### src/hw/rtl/nmwa_pkg.sv
// Shared types and constants of the nearest monitor work area block.
`timescale 1ns / 1ps

package nmwa_pkg;

    // Configuration port.
    localparam int unsigned CFG_ADDR_W = 3;
    localparam int unsigned CFG_DATA_W = 16;

    typedef enum logic [CFG_ADDR_W-1:0] {
        CFG_FRAME_WIDTH  = 3'd0,
        CFG_FRAME_HEIGHT = 3'd1,
        CFG_DOCK_SIZE    = 3'd2,
        CFG_DOCK_ON_TOP  = 3'd3,
        CFG_EDGE_MARGIN  = 3'd4
    } t_cfg_addr;

    // Register values after reset.
    localparam logic [15:0] RST_FRAME_WIDTH  = 16'd1024;
    localparam logic [15:0] RST_FRAME_HEIGHT = 16'd768;
    localparam logic [15:0] RST_DOCK_SIZE    = 16'd0;
    localparam logic        RST_DOCK_ON_TOP  = 1'b0;
    localparam logic [7:0]  RST_EDGE_MARGIN  = 8'd6;

    // Item kinds; both remaining codes are queries.
    localparam logic [1:0] KIND_CLEAR  = 2'd0;
    localparam logic [1:0] KIND_APPEND = 2'd1;

    // Result status codes.
    typedef enum logic [1:0] {
        STS_ANSWERED = 2'd0,
        STS_CLEARED  = 2'd1,
        STS_STORED   = 2'd2,
        STS_DROPPED  = 2'd3
    } t_status;

    // Payload and datapath widths.
    localparam int unsigned IN_DATA_W  = 64;
    localparam int unsigned OUT_DATA_W = 80;
    localparam int unsigned COORD_W    = 18;
    localparam int unsigned DIFF_W     = 17;
    localparam int unsigned SQ_W       = 2 * DIFF_W;
    localparam int unsigned DIST_W     = SQ_W + 1;

endpackage

### src/hw/rtl/nearest_monitor_work_area.sv
// Top level: monitor table with a nearest-monitor work area query.
`timescale 1ns / 1ps

// Channel   Dir  Signals                          Contents
// --------  ---  -------------------------------  ----------------------------------------
// input     in   s_axis_tvalid/tready/tdata/tuser  kind in tuser; rectangle in tdata
// result    out  m_axis_tvalid/tready/tdata/tuser  status in tuser; sel and work area in tdata
// config    in   i_cfg_we/i_cfg_addr/i_cfg_wdata   register writes, no read-back
//
// A clear or an append item goes from idle straight to done. A query steps each stored
// monitor through read, diff, square x, square y and compare (an empty table skips the scan):
// one squaring multiplier is shared for dx and dy and walks the table one monitor at a time.
// Reset clears the table count, the sequencer, the output valid flag and the
// configuration registers; the table storage itself needs no clearing pass.
// A finished result waits in the output register while the next item is taken;
// only a second result that cannot be stored holds the sequencer.

module nearest_monitor_work_area #(
    parameter int MAX_MONITORS = 8
) (
    input  logic                             i_clk,
    input  logic                             i_rst_n,
    input  logic                             s_axis_tvalid,
    output logic                             s_axis_tready,
    // pos_x[15:0], pos_y[31:16], size_w[47:32], size_h[63:48]
    input  logic [nmwa_pkg::IN_DATA_W-1:0]   s_axis_tdata,
    // kind[1:0]
    input  logic [1:0]                       s_axis_tuser,
    output logic                             m_axis_tvalid,
    input  logic                             m_axis_tready,
    // monitor_sel[3:0], area_x[21:4], area_y[39:22], area_w[56:40], area_h[73:57]
    output logic [nmwa_pkg::OUT_DATA_W-1:0]  m_axis_tdata,
    // status[1:0]
    output logic [1:0]                       m_axis_tuser,
    input  logic                             i_cfg_we,
    input  logic [nmwa_pkg::CFG_ADDR_W-1:0]  i_cfg_addr,
    input  logic [nmwa_pkg::CFG_DATA_W-1:0]  i_cfg_wdata
);

    localparam int CW = $clog2(MAX_MONITORS + 1);
    localparam int IW = (MAX_MONITORS > 1) ? $clog2(MAX_MONITORS) : 1;
    localparam int XW = nmwa_pkg::COORD_W;
    localparam int DW = nmwa_pkg::DIFF_W;
    localparam int PW = nmwa_pkg::SQ_W;
    localparam int SW = nmwa_pkg::DIST_W;

    typedef enum logic [8:0] {
        ST_IDLE  = 9'b000000001,
        ST_RD    = 9'b000000010,
        ST_DIFF  = 9'b000000100,
        ST_SQX   = 9'b000001000,
        ST_SQY   = 9'b000010000,
        ST_CMP   = 9'b000100000,
        ST_EDGE  = 9'b001000000,
        ST_CLAMP = 9'b010000000,
        ST_DONE  = 9'b100000000
    } t_state;

    // Monitor table: one entry packs x, y, w, h as the input tdata does.
    logic [nmwa_pkg::IN_DATA_W-1:0] r_mem [MAX_MONITORS];
    logic [nmwa_pkg::IN_DATA_W-1:0] r_rd;

    // Control state.
    t_state          r_state, n_state;
    logic [CW-1:0]   r_total, n_total;
    logic [CW-1:0]   r_idx, n_idx;
    logic            r_out_valid, n_out_valid;

    // Configuration.
    logic [15:0]     r_frame_width, r_frame_height, r_dock_size;
    logic            r_dock_on_top;
    logic [7:0]      r_edge_margin;

    // Query datapath.
    logic signed [XW-1:0] r_cx, n_cx, r_cy, n_cy;
    logic [DW-1:0]        r_dx, n_dx, r_dy, n_dy;
    logic [PW-1:0]        r_prod, n_prod, r_sum, n_sum;
    logic [SW-1:0]        r_best_d, n_best_d;
    logic [IW-1:0]        r_sel, n_sel;
    logic [nmwa_pkg::IN_DATA_W-1:0] r_mon, n_mon;
    logic signed [XW-1:0] r_left, n_left, r_top, n_top;
    logic signed [XW-1:0] r_right, n_right, r_bottom, n_bottom;

    // Result staging and output register.
    logic [1:0]           r_res_status, n_res_status;
    logic [3:0]           r_res_sel, n_res_sel;
    logic signed [XW-1:0] r_res_x, n_res_x, r_res_y, n_res_y;
    logic [16:0]          r_res_w, n_res_w, r_res_h, n_res_h;
    logic [1:0]           r_out_status, n_out_status;
    logic [nmwa_pkg::OUT_DATA_W-1:0] r_out_data, n_out_data;

    // Combinational helpers.
    logic                 s_fire;
    logic                 append_ok;
    logic [DW-1:0]        mul_op;
    logic [PW-1:0]        mul_prod;
    logic [SW-1:0]        dist_sum;
    logic signed [XW-1:0] e_x, e_y, e_xe, e_ye, d_x, d_y;
    logic signed [XW-1:0] m_x, m_y, m_xe, m_ye, mg, fw, fh, dh, dock_lo, dock_hi;
    logic signed [XW-1:0] e_left, e_top, e_right, e_bottom, area_w, area_h;
    logic [15:0]          dh16;
    logic                 skip, overlap;

    assign s_fire        = s_axis_tvalid && s_axis_tready;
    assign s_axis_tready = (r_state == ST_IDLE);
    assign m_axis_tvalid = r_out_valid;
    assign m_axis_tdata  = r_out_data;
    assign m_axis_tuser  = r_out_status;

    assign append_ok = (s_axis_tdata[47:32] != 16'd0) && (s_axis_tdata[63:48] != 16'd0)
                    && (r_total < MAX_MONITORS);

    // The one shared squaring unit: dx in the SQX state, dy in the SQY state that follows.
    assign mul_op   = (r_state == ST_SQX) ? r_dx : r_dy;
    assign mul_prod = {{DW{1'b0}}, mul_op} * {{DW{1'b0}}, mul_op};
    assign dist_sum = {1'b0, r_sum} + {1'b0, r_prod};

    // Distance from the query centre to the table entry under the read port.
    always_comb begin
        e_x  = $signed({{2{r_rd[15]}}, r_rd[15:0]});
        e_y  = $signed({{2{r_rd[31]}}, r_rd[31:16]});
        e_xe = e_x + $signed({2'b00, r_rd[47:32]});
        e_ye = e_y + $signed({2'b00, r_rd[63:48]});
        if (r_cx < e_x) begin
            d_x = e_x - r_cx;
        end else if (r_cx >= e_xe) begin
            d_x = r_cx - e_xe + 18'sd1;
        end else begin
            d_x = '0;
        end
        if (r_cy < e_y) begin
            d_y = e_y - r_cy;
        end else if (r_cy >= e_ye) begin
            d_y = r_cy - e_ye + 18'sd1;
        end else begin
            d_y = '0;
        end
    end

    // Margin inset and dock cut of the chosen monitor.
    always_comb begin
        m_x     = $signed({{2{r_mon[15]}}, r_mon[15:0]});
        m_y     = $signed({{2{r_mon[31]}}, r_mon[31:16]});
        m_xe    = m_x + $signed({2'b00, r_mon[47:32]});
        m_ye    = m_y + $signed({2'b00, r_mon[63:48]});
        mg      = $signed({10'd0, r_edge_margin});
        fw      = $signed({2'b00, r_frame_width});
        fh      = $signed({2'b00, r_frame_height});
        dh16    = (r_dock_size > r_frame_height) ? r_frame_height : r_dock_size;
        dh      = $signed({2'b00, dh16});
        dock_lo = r_dock_on_top ? 18'sd0 : (fh - dh);
        dock_hi = dock_lo + dh;
        // A monitor with no area (only the empty framebuffer) passes unchanged.
        skip    = (r_mon[47:32] == 16'd0) || (r_mon[63:48] == 16'd0);
        overlap = (m_x < fw) && (18'sd0 < m_xe) && (m_y < dock_hi) && (dock_lo < m_ye);
        e_left   = skip ? m_x  : (m_x + mg);
        e_top    = skip ? m_y  : (m_y + mg);
        e_right  = skip ? m_xe : (m_xe - mg);
        e_bottom = skip ? m_ye : (m_ye - mg);
        if (!skip && overlap) begin
            if (r_dock_on_top) begin
                e_top = dh + mg;
            end else begin
                e_bottom = dock_lo - mg;
            end
        end
        area_w = r_right - r_left;
        area_h = r_bottom - r_top;
    end

    // Sequencer.
    always_comb begin
        n_state      = r_state;
        n_total      = r_total;
        n_idx        = r_idx;
        n_cx         = r_cx;
        n_cy         = r_cy;
        n_dx         = r_dx;
        n_dy         = r_dy;
        n_prod       = r_prod;
        n_sum        = r_sum;
        n_best_d     = r_best_d;
        n_sel        = r_sel;
        n_mon        = r_mon;
        n_left       = r_left;
        n_top        = r_top;
        n_right      = r_right;
        n_bottom     = r_bottom;
        n_res_status = r_res_status;
        n_res_sel    = r_res_sel;
        n_res_x      = r_res_x;
        n_res_y      = r_res_y;
        n_res_w      = r_res_w;
        n_res_h      = r_res_h;
        n_out_valid  = r_out_valid;
        n_out_status = r_out_status;
        n_out_data   = r_out_data;

        if (r_out_valid && m_axis_tready) begin
            n_out_valid = 1'b0;
        end

        case (r_state)
            ST_IDLE: begin
                if (s_fire) begin
                    n_res_sel = '0;
                    n_res_x   = '0;
                    n_res_y   = '0;
                    n_res_w   = '0;
                    n_res_h   = '0;
                    if (s_axis_tuser == nmwa_pkg::KIND_CLEAR) begin
                        n_total      = '0;
                        n_res_status = nmwa_pkg::STS_CLEARED;
                        n_state      = ST_DONE;
                    end else if (s_axis_tuser == nmwa_pkg::KIND_APPEND) begin
                        if (append_ok) begin
                            n_total      = r_total + CW'(1);
                            n_res_status = nmwa_pkg::STS_STORED;
                        end else begin
                            n_res_status = nmwa_pkg::STS_DROPPED;
                        end
                        n_state = ST_DONE;
                    end else begin
                        // Centre of the query rectangle, halves rounded down.
                        n_cx     = $signed({{2{s_axis_tdata[15]}}, s_axis_tdata[15:0]})
                                 + $signed({3'b000, s_axis_tdata[47:33]});
                        n_cy     = $signed({{2{s_axis_tdata[31]}}, s_axis_tdata[31:16]})
                                 + $signed({3'b000, s_axis_tdata[63:49]});
                        n_idx    = '0;
                        n_sel    = '0;
                        n_best_d = '1;
                        if (r_total == '0) begin
                            n_mon   = {r_frame_height, r_frame_width, 32'd0};
                            n_state = ST_EDGE;
                        end else begin
                            n_state = ST_RD;
                        end
                    end
                end
            end
            ST_RD: begin
                n_state = ST_DIFF;
            end
            ST_DIFF: begin
                n_dx    = d_x[DW-1:0];
                n_dy    = d_y[DW-1:0];
                n_state = ST_SQX;
            end
            ST_SQX: begin
                n_prod  = mul_prod;
                n_state = ST_SQY;
            end
            ST_SQY: begin
                n_sum   = r_prod;
                n_prod  = mul_prod;
                n_state = ST_CMP;
            end
            ST_CMP: begin
                // Strictly smaller keeps the first of equal distances, and a
                // containing monitor is the first one at distance zero.
                if (dist_sum < r_best_d) begin
                    n_best_d = dist_sum;
                    n_sel    = r_idx[IW-1:0];
                    n_mon    = r_rd;
                end
                if (r_idx + CW'(1) == r_total) begin
                    n_state = ST_EDGE;
                end else begin
                    n_idx   = r_idx + CW'(1);
                    n_state = ST_RD;
                end
            end
            ST_EDGE: begin
                n_left   = e_left;
                n_top    = e_top;
                n_right  = e_right;
                n_bottom = e_bottom;
                n_state  = ST_CLAMP;
            end
            ST_CLAMP: begin
                n_res_status = nmwa_pkg::STS_ANSWERED;
                n_res_sel    = 4'(r_sel);
                n_res_x      = r_left;
                n_res_y      = r_top;
                n_res_w      = (r_right < r_left) ? 17'd0 : area_w[16:0];
                n_res_h      = (r_bottom < r_top) ? 17'd0 : area_h[16:0];
                n_state      = ST_DONE;
            end
            ST_DONE: begin
                if (!r_out_valid || m_axis_tready) begin
                    n_out_valid  = 1'b1;
                    n_out_status = r_res_status;
                    n_out_data   = {6'd0, r_res_h, r_res_w, r_res_y, r_res_x, r_res_sel};
                    n_state      = ST_IDLE;
                end
            end
            default: begin
                n_state = ST_IDLE;
            end
        endcase
    end

    // Control and configuration registers.
    always_ff @(posedge i_clk) begin
        if (!i_rst_n) begin
            r_state        <= ST_IDLE;
            r_total        <= '0;
            r_out_valid    <= 1'b0;
            r_frame_width  <= nmwa_pkg::RST_FRAME_WIDTH;
            r_frame_height <= nmwa_pkg::RST_FRAME_HEIGHT;
            r_dock_size    <= nmwa_pkg::RST_DOCK_SIZE;
            r_dock_on_top  <= nmwa_pkg::RST_DOCK_ON_TOP;
            r_edge_margin  <= nmwa_pkg::RST_EDGE_MARGIN;
        end else begin
            r_state     <= n_state;
            r_total     <= n_total;
            r_out_valid <= n_out_valid;
            if (i_cfg_we) begin
                case (nmwa_pkg::t_cfg_addr'(i_cfg_addr))
                    nmwa_pkg::CFG_FRAME_WIDTH:  r_frame_width  <= i_cfg_wdata;
                    nmwa_pkg::CFG_FRAME_HEIGHT: r_frame_height <= i_cfg_wdata;
                    nmwa_pkg::CFG_DOCK_SIZE:    r_dock_size    <= i_cfg_wdata;
                    nmwa_pkg::CFG_DOCK_ON_TOP:  r_dock_on_top  <= i_cfg_wdata[0];
                    nmwa_pkg::CFG_EDGE_MARGIN:  r_edge_margin  <= i_cfg_wdata[7:0];
                    default: begin
                    end
                endcase
            end
        end
    end

    // Payload registers.
    always_ff @(posedge i_clk) begin
        r_idx        <= n_idx;
        r_cx         <= n_cx;
        r_cy         <= n_cy;
        r_dx         <= n_dx;
        r_dy         <= n_dy;
        r_prod       <= n_prod;
        r_sum        <= n_sum;
        r_best_d     <= n_best_d;
        r_sel        <= n_sel;
        r_mon        <= n_mon;
        r_left       <= n_left;
        r_top        <= n_top;
        r_right      <= n_right;
        r_bottom     <= n_bottom;
        r_res_status <= n_res_status;
        r_res_sel    <= n_res_sel;
        r_res_x      <= n_res_x;
        r_res_y      <= n_res_y;
        r_res_w      <= n_res_w;
        r_res_h      <= n_res_h;
        r_out_status <= n_out_status;
        r_out_data   <= n_out_data;
    end

    // Table memory: one write port, one registered read port at the scan index.
    always_ff @(posedge i_clk) begin
        if (s_fire && (s_axis_tuser == nmwa_pkg::KIND_APPEND) && append_ok) begin
            r_mem[r_total[IW-1:0]] <= s_axis_tdata;
        end
        r_rd <= r_mem[r_idx[IW-1:0]];
    end

    a_total_bound: assert property (@(posedge i_clk) disable iff (!i_rst_n)
        r_total <= MAX_MONITORS)
        else $error("monitor count above table depth");

    a_scan_index: assert property (@(posedge i_clk) disable iff (!i_rst_n)
        (r_state == ST_DIFF || r_state == ST_CMP) |-> (r_idx < r_total))
        else $error("scan index outside the stored monitors");

    a_empty_query: assert property (@(posedge i_clk) disable iff (!i_rst_n)
        (s_fire && s_axis_tuser != nmwa_pkg::KIND_CLEAR
                && s_axis_tuser != nmwa_pkg::KIND_APPEND && r_total == '0)
        |=> (r_state == ST_EDGE))
        else $error("query on an empty table did not skip the scan");

    a_best_shrinks: assert property (@(posedge i_clk) disable iff (!i_rst_n)
        (r_state == ST_CMP) |=> (r_best_d <= $past(r_best_d)))
        else $error("best distance grew during the scan");

    a_nonquery_zero: assert property (@(posedge i_clk) disable iff (!i_rst_n)
        (m_axis_tvalid && m_axis_tuser != nmwa_pkg::STS_ANSWERED) |-> (m_axis_tdata == '0))
        else $error("table item result carries nonzero area fields");

endmodule
### config.mk
export PLATFORM = sky130hd
export DESIGN_NAME = nearest_monitor_work_area
export DESIGN_NICKNAME = d
export VERILOG_FILES = /design/src/hw/rtl/nmwa_pkg.sv /design/src/hw/rtl/nearest_monitor_work_area.sv
export SDC_FILE = /design/constraint.sdc
export NUM_CORES = 2
export LEC_CHECK = 0
export BUFFER_PORTS_ARGS = -buffer_cell sky130_fd_sc_hd__buf_2
export CAP_MARGIN = 20
export CORE_MARGIN = 2
export CORE_UTILIZATION = 42
export DETAILED_ROUTE_END_ITERATION = 10
export SYNTH_ARGS = -nofsm -noshare
export SYNTH_HDL_FRONTEND = slang
export SYNTH_SLANG_ARGS = --single-unit
### constraint.sdc
create_clock -name i_clk -period 10.05 [get_ports i_clk]
set_input_delay 1.5075 -clock i_clk [delete_from_list [all_inputs] [get_ports i_clk]]
set_output_delay 1.5075 -clock i_clk [all_outputs]
set_load 0.01 [all_outputs]
Word-level counts from Yosys, hierarchy flattened
Memory sizes are Yosys's and may differ from the RTL's. A register that Yosys moved wholly into a read port is not among the register bits.
Index checks and enable logic that the tools add are counted.
{"block": "word_totals", "ff_bits": 537, "mem_bits_rw": 512, "in_bits": 90, "memories": 1}
{"name": "r_mem", "depth": 8, "width": 64, "rd": 1, "rd_clocked_by_memory_dff": 1, "write_ports": 1, "line_no": "nearest_monitor_work_area.sv:60", "text": "logic [nmwa_pkg::IN_DATA_W-1:0] r_mem [MAX_MONITORS];"}
{"block": "op_classes", "addsub": 25, "mul": 1, "n_lt_le_gt_ge": 13, "n_eq_ne": 23, "n_mux": 66, "n_bitwise": 2, "n_reduce_logical": 40}
{"op": "64-bit two-way mux", "n": 5}
{"op": "18-bit two-way mux", "n": 10}
{"op": "35-bit two-way mux", "n": 4}
{"op": "17-bit two-way mux", "n": 8}
{"op": "64-bit case mux with 2 select lines", "n": 1}
{"op": "9-bit case mux with 9 select lines", "n": 1}
{"op": "16-bit by 17-bit adder with 18-bit output", "n": 4}
{"op": "18-bit case mux with 2 select lines", "n": 2}
{"op": "35-bit case mux with 2 select lines", "n": 1}
{"op": "17-bit case mux with 2 select lines", "n": 2}
{"op": "17-bit subtractor", "n": 4}
{"op": "18-bit < comparator", "n": 3}
{"op": "18-bit by 9-bit subtractor with 18-bit output", "n": 3}
{"op": "17-bit by 18-bit >= comparator with 1-bit output", "n": 2}
{"op": "9-bit two-way mux", "n": 4}
{"op": "34-bit by 34-bit adder with 35-bit output", "n": 1}
{"op": "35-bit < comparator", "n": 1}
{"op": "16-bit by 16-bit adder with 17-bit output", "n": 2}
{"op": "16-bit by 9-bit adder with 17-bit output", "n": 2}
{"op": "17-bit by 2-bit adder with 17-bit output (second input constant)", "n": 2}
{"op": "17-bit by 16-bit < comparator with 1-bit output", "n": 2}
{"op": "17-bit by 17-bit multiplier with 34-bit output", "n": 1}
{"op": "16-bit by 17-bit subtractor with 17-bit output", "n": 2}
{"op": "16-bit logical NOT", "n": 2}
{"op": "other kinds (50)", "n": 101}

Logic depth before layout (Yosys ltp)
{"block": "depth", "depth_word": 10, "ltp_mapped": 44, "ltp_nobuf": 39}

Worst setup path before layout
OpenSTA, ideal clock, no wires.
{"block": "synth_timing", "kind": "reg-to-reg", "startpoint": "register r_frame_height[14]", "endpoint": "register r_bottom[7] (data pin)", "setup_ns": 0.262, "arrival_time_ns": 7.935, "setup_slack_ns": 1.853, "stages_incl_launch_ff": 40, "path_buffers": 4, "period_less_slack_ns": 8.197, "cell_sequence": "dfxtp_1 > inv_1 > ha_1 > nand4_1 > or3_1 > o221a_2 > nor2_1 > buf_2 > buf_1 > nand2_1 > o21ai_0 > ha_1 > inv_1 > fa_1 > a21o_1 > a22oi_1 > a21oi_1 > o21ba_2 > [... 4 more ...] > o21ai_0 > o21ai_0 > o41ai_1 > o21ai_0 > xnor2_1 > ha_1 > nand2_1 > nor3_1 > a21oi_1 > a31oi_1 > nor3_1 > a211oi_1 > mux2i_1 > and4b_1 > buf_2 > and2_1 > buf_6 > mux2_1"}
{"block": "synth_via", "elab_chain_len": 10}
{"item": "start, declared", "line_no": "nearest_monitor_work_area.sv:70", "text": "logic [15:0] r_frame_width, r_frame_height, r_dock_size;"}
{"item": "start signal, assigned", "line_no": "nearest_monitor_work_area.sv:310", "text": "r_frame_height <= nmwa_pkg::RST_FRAME_HEIGHT;"}
{"item": "start signal, assigned", "line_no": "nearest_monitor_work_area.sv:321", "text": "nmwa_pkg::CFG_FRAME_HEIGHT: r_frame_height <= i_cfg_wdata;"}
{"item": "16-bit greater-than comparator", "line_no": "nearest_monitor_work_area.sv:149", "text": "dh16 = (r_dock_size > r_frame_height) ? r_frame_height : r_dock_size;"}
{"item": "16-bit two-way mux", "line_no": "nearest_monitor_work_area.sv:149"}
{"item": "16-bit by 16-bit subtractor with 17-bit output", "line_no": "nearest_monitor_work_area.sv:151", "text": "dock_lo = r_dock_on_top ? 18'sd0 : (fh - dh);"}
{"item": "18-bit two-way mux", "line_no": "nearest_monitor_work_area.sv:151"}
{"item": "18-bit by 17-bit adder with 18-bit output", "line_no": "nearest_monitor_work_area.sv:152", "text": "dock_hi = dock_lo + dh;"}
{"item": "16-bit by 18-bit < comparator with 1-bit output", "line_no": "nearest_monitor_work_area.sv:155", "text": "overlap = (m_x < fw) && (18'sd0 < m_xe) && (m_y < dock_hi) && (dock_lo < m_ye);"}
{"item": "1-bit logical AND (2 in series)", "line_no": "nearest_monitor_work_area.sv:155"}
{"item": "1-bit logical AND", "line_no": "nearest_monitor_work_area.sv:160", "text": "if (!skip && overlap) begin"}
{"item": "18-bit two-way mux *", "line_no": "nearest_monitor_work_area.sv:160"}
{"item": "net e_bottom[7]", "line_no": "nearest_monitor_work_area.sv:100", "text": "logic signed [XW-1:0] e_left, e_top, e_right, e_bottom, area_w, area_h;"}
{"item": "end signal, assigned", "line_no": "nearest_monitor_work_area.sv:347", "text": "r_bottom <= n_bottom;"}
{"item": "end, declared", "line_no": "nearest_monitor_work_area.sv:82", "text": "logic signed [XW-1:0] r_right, n_right, r_bottom, n_bottom;"}
The timed path passes the listed nets; every way through them passes the cells marked *.
A chain may end at the register's enable or synchronous reset.

Final worst setup path
{"block": "layout_timing", "startpoint": "register r_state[1]", "endpoint": "register r_prod[26] (data pin)"}
{"block": "layout_via", "elab_chain_len": 3}
{"item": "start, declared", "line_no": "nearest_monitor_work_area.sv:64", "text": "t_state r_state, n_state;"}
{"item": "start signal, assigned", "line_no": "nearest_monitor_work_area.sv:315", "text": "r_state <= n_state;"}
{"item": "9-bit by 4-bit equality test with 1-bit output", "line_no": "nearest_monitor_work_area.sv:114", "text": "assign mul_op = (r_state == ST_SQX) ? r_dx : r_dy;"}
{"item": "17-bit two-way mux", "line_no": "nearest_monitor_work_area.sv:114"}
{"item": "17-bit by 17-bit multiplier with 34-bit output", "line_no": "nearest_monitor_work_area.sv:115", "text": "assign mul_prod = {{DW{1'b0}}, mul_op} * {{DW{1'b0}}, mul_op};"}
{"item": "net mul_prod[26]", "line_no": "nearest_monitor_work_area.sv:96", "text": "logic [PW-1:0] mul_prod;"}
{"item": "end signal, assigned", "line_no": "nearest_monitor_work_area.sv:339", "text": "r_prod <= n_prod;"}
{"item": "end, declared", "line_no": "nearest_monitor_work_area.sv:77", "text": "logic [PW-1:0] r_prod, n_prod, r_sum, n_sum;"}
The timed path passes the listed nets, and every way through them passes these cells.

==> impl_metrics.tcl <==
set metrics [dict create \
    status "completed" \
    cts_made_buffers 118 \
    timing.final.crit_period_ns 9.159 \
    multiInputGateArea_sq_mm 0.03101 \
    postSynth.topFlopCell "edfxtp_1" \
    area_added_between_synthesis_and_finish_pct 11.58 \
    cts_root_buf "clkbuf_16" \
    adder_and_majority_gate_portion_of_the_synthesized_area_pct 17.49 \
    hold_end "m_axis_tuser[1]" \
    synth.ff_latch_count 1106 \
    timing.final.hold_violations 0 \
    clock_tree_from_tritoncts "built" \
    routed-wl-met3_mm 10.34 \
    synth_edf_count 971 \
    rows 144 \
    detail_route.first_pass.iterations 5 \
    vias_in_the_first_global_route 41630 \
    path_clk_slew_ns 0.06 \
    synth_compound_area_share_pct 9.699 \
    vias 41880 \
    nets 6514 \
    hp-start "r_res_status[1]" \
    critical_path_class "flip-flop to flip-flop" \
    max-clock-path-buffers 3 \
    cts_post_setup_buffers_inserted 0 \
    setup.worst_path.start_class "flip-flop" \
    fp.dieH_um 399.0 \
    irDropWorstVdd_mv 0.1897 \
    powerDensity_mw_per_mm2 199.0 \
    grt_antenna_before_repair 26 \
    clkSinkCount 1106 \
    crit_fanout 20 \
    yosys.area_share.simple_pct 9.174 \
    drc_violation_count_after_routing 0 \
    cts-resized-gates 0 \
    die_w_um 399.0 \
    synth_top_area_share_pct 44.50 \
    core-area_sq_mm 0.1544 \
    worst_pin_slew_ns 1.122 \
    global_route_wire_length_before_repair_mm 248.4 \
    synth_common_cells "971 x edfxtp_1, 590 x inv_1, 554 x ha_1" \
    port-buffer-count 166 \
    wl_per_cell_um 20.81 \
    worstHoldPathCells 0 \
    worst_slew_margin_rel_pct 25.20 \
    initialDrtViolationCount 2779 \
    leak_pwr_nw 29.32 \
    muxShareOfSynthArea_pct 6.546 \
    setup_tns_after_final_layout_ns 0 \
    cp.required_ns 10.54 \
    post_cts_hold_buffer_count 0 \
    crit-reg2reg-capture "r_prod[26]" \
    drive_gt1_share_pct 11.83 \
    cts-htree-levels 3 \
    detailed_place_hpwl_mm 119.8 \
    totalPowerFinal_mw 14.55 \
    ff_latch_area_sq_mm 0.03186 \
    initial_utilization_pct 42.43 \
    setup.reg_to_reg.worst_slack_ns 0.89 \
    highest-signal-layer "met5" \
    design.portCount 174 \
    antenna_violating_nets_post_route 0 \
    yosysWarningCount 0 \
    track_usage_pct 20.45 \
    fin_skew_ns 0.08505 \
    layout.filler_cells 13740 \
    synth_top_area_cell "edfxtp_1" \
    dominant_combinational_cell_family_by_area_after_synthesis "adder cells" \
    critPathArrivalTime_ns 9.65 \
    yosysUniqueCellTypes 85 \
    synthMostInstantiatedCell "edfxtp_1" \
    grt-ovfl-total 0 \
    max-cap-violations 0 \
    hold_path.class "flip-flop to flip-flop" \
    die_area_sq_mm 0.1592 \
    wl_met2_mm 70.15 \
    synth_instances 5426 \
    total_wirelength_of_the_detailed_routed_design_mm 162.4 \
    critPathCaptureType "flip-flop" \
    synth_async_sr_flop_share_pct 0 \
    largest_net_degree_at_the_start_of_global_routing 93 \
    worstRegToRegCells 25 \
    grt_setup_unrepaired "false" \
    worst_skew_pair.late_latency_ns 0.78 \
    syn_area_per_cell_sq_um 12.07 \
    sequential_share_of_the_synthesized_area_pct 48.63 \
    setup_violations 0 \
    place_congestion 0.9227 \
    viasPerCell 5.366 \
    regToRegStartpoint "r_state[1]" \
    synthesized_area_fraction_occupied_by_xor_and_xnor_cells_pct 4.198 \
    netlist_area_before_placement_sq_mm 0.06552 \
    timing_max_transition_violations_final 0 \
    wl_met1_mm 77.37 \
    fmax_mhz 109.2 \
    netlist_top_cells_area "edfxtp_1 45%, ha_1 11%, fa_1 6.9%" \
    finalCritPeriodShare_pct 91.14 \
]
[worst max-delay path by stage]
stage	start	endpoint	slack (ns)	depth (start not counted)
floorplan	r_frame_height[14]	r_bottom[7]	1.85	39
CTS	r_frame_height[12]	r_top[1]	0.65	36
finish	r_state[1]	r_prod[26]	0.89	25
global placement	r_frame_height[15]	r_top[1]	1.01	36
detailed placement	r_frame_height[14]	r_top[1]	0.72	36
global route	r_frame_height[12]	r_top[1]	0.08	36
[layout make-up]
cell class	count	area share, %
timing repair buffer	222	1.766
sequential	1106	43.58
inverter	597	3.065
clock inverter	79	1.361
clock buffer	147	4.270
multi-input combinational	3599	42.42
tap	2044	3.498
antenna	10	0.03423
[routing by layer]
metal | up-vias | GRT usage [%]
met5 | - | 0
met2 | 1114 | 31.02
met3 | 232 | 3.392
met1 | 20520 | 30.19
met4 | 24 | 5.694
li1 | 19990 | -
[flip-flops by register name, indices dropped and copies added (netlist names), 16 cells and up]
name / count
r_frame_height: 16
r_res_x: 17
r_rd: 64
r_dx: 17
r_res_w: 17
r_cy: 17
r_mem: 512
r_res_y: 18
r_best_d: 35
r_left: 17
r_cx: 17
r_right: 18
r_bottom: 18
r_mon: 64
m_axis_tdata: 72
r_sum: 33
r_res_h: 17
r_prod: 33
r_dock_size: 16
r_top: 18
r_frame_width: 16
r_dy: 17
[cell usage in the layout (no fill, tap or decap), types with 63 or more instances in the layout]
master,synthesis,routed
dfxtp_1,135,135
edfxtp_1,971,971
a21o_1,132,132
a21oi_1,230,229
inv_1,590,589
ha_1,554,554
o21ai_0,210,210
nand3_1,69,68
nand2b_1,65,65
nand2_1,397,395
nor3_1,76,72
a21boi_0,71,71
xnor2_1,205,205
clkbuf_16,0,118
nor2_1,346,342
mux4_2,128,128
buf_2,3,166
mux2_2,89,89
fa_1,226,226
xor2_1,109,109
nor2b_1,64,63
[critical path: stages (launching register included)]
cell      delay (ns)
dfxtp_1         0.35
nor2_1          0.21
nor4b_1         0.72
nand4b_1        0.16
buf_4           0.28
mux2i_1         0.80
clkinv_1        0.56
fa_1            0.63
inv_1           0.05
fa_1            0.39
fa_1            0.54
inv_1           0.05
fa_1            0.53
inv_1           0.05
fa_1            0.48
inv_1           0.05
fa_1            0.44
ha_1            0.24
or4_1           0.57
or3_1           0.32
o21ai_0         0.29
a31oi_1         0.32
a21o_1          0.26
a21o_1          0.20
a221oi_1        0.32
xnor2_1         0.09
[cell families after synthesis]
kind of cell / Yosys count
other cells: 1
simple gates: 1269
compound gates: 972
fa+ha+maj: 780
buf+inv: 727
mux: 257
xor+xnor: 314
flops: 1106
[power by group]
group          switching, mW  internal, mW
Clock                   1.91          2.64
Combinational           2.56          1.93
Sequential             0.223          5.28
[stage by stage]
| stage | instances | hold slack [ns] | util (%) | cell area, sq um | setup slack, ns |
|---|---|---|---|---|---|
| after floorplan | 5432 | 0.4003 | - | 65540 | 1.853 |
| after global placement | 7564 | 0.4034 | 44.62 | 68890 | 1.006 |
| after detailed placement | 7564 | 0.4045 | 44.62 | 68890 | 0.7221 |
| after CTS | 7790 | 0.4101 | 47.28 | 73010 | 0.6535 |
| after global routing | 7796 | 0.4133 | 47.33 | 73080 | 0.08479 |
| final | 7804 | 0.4119 | 47.34 | 73100 | 0.8907 |
No activity file was read; power rests on OpenSTA's default activity.
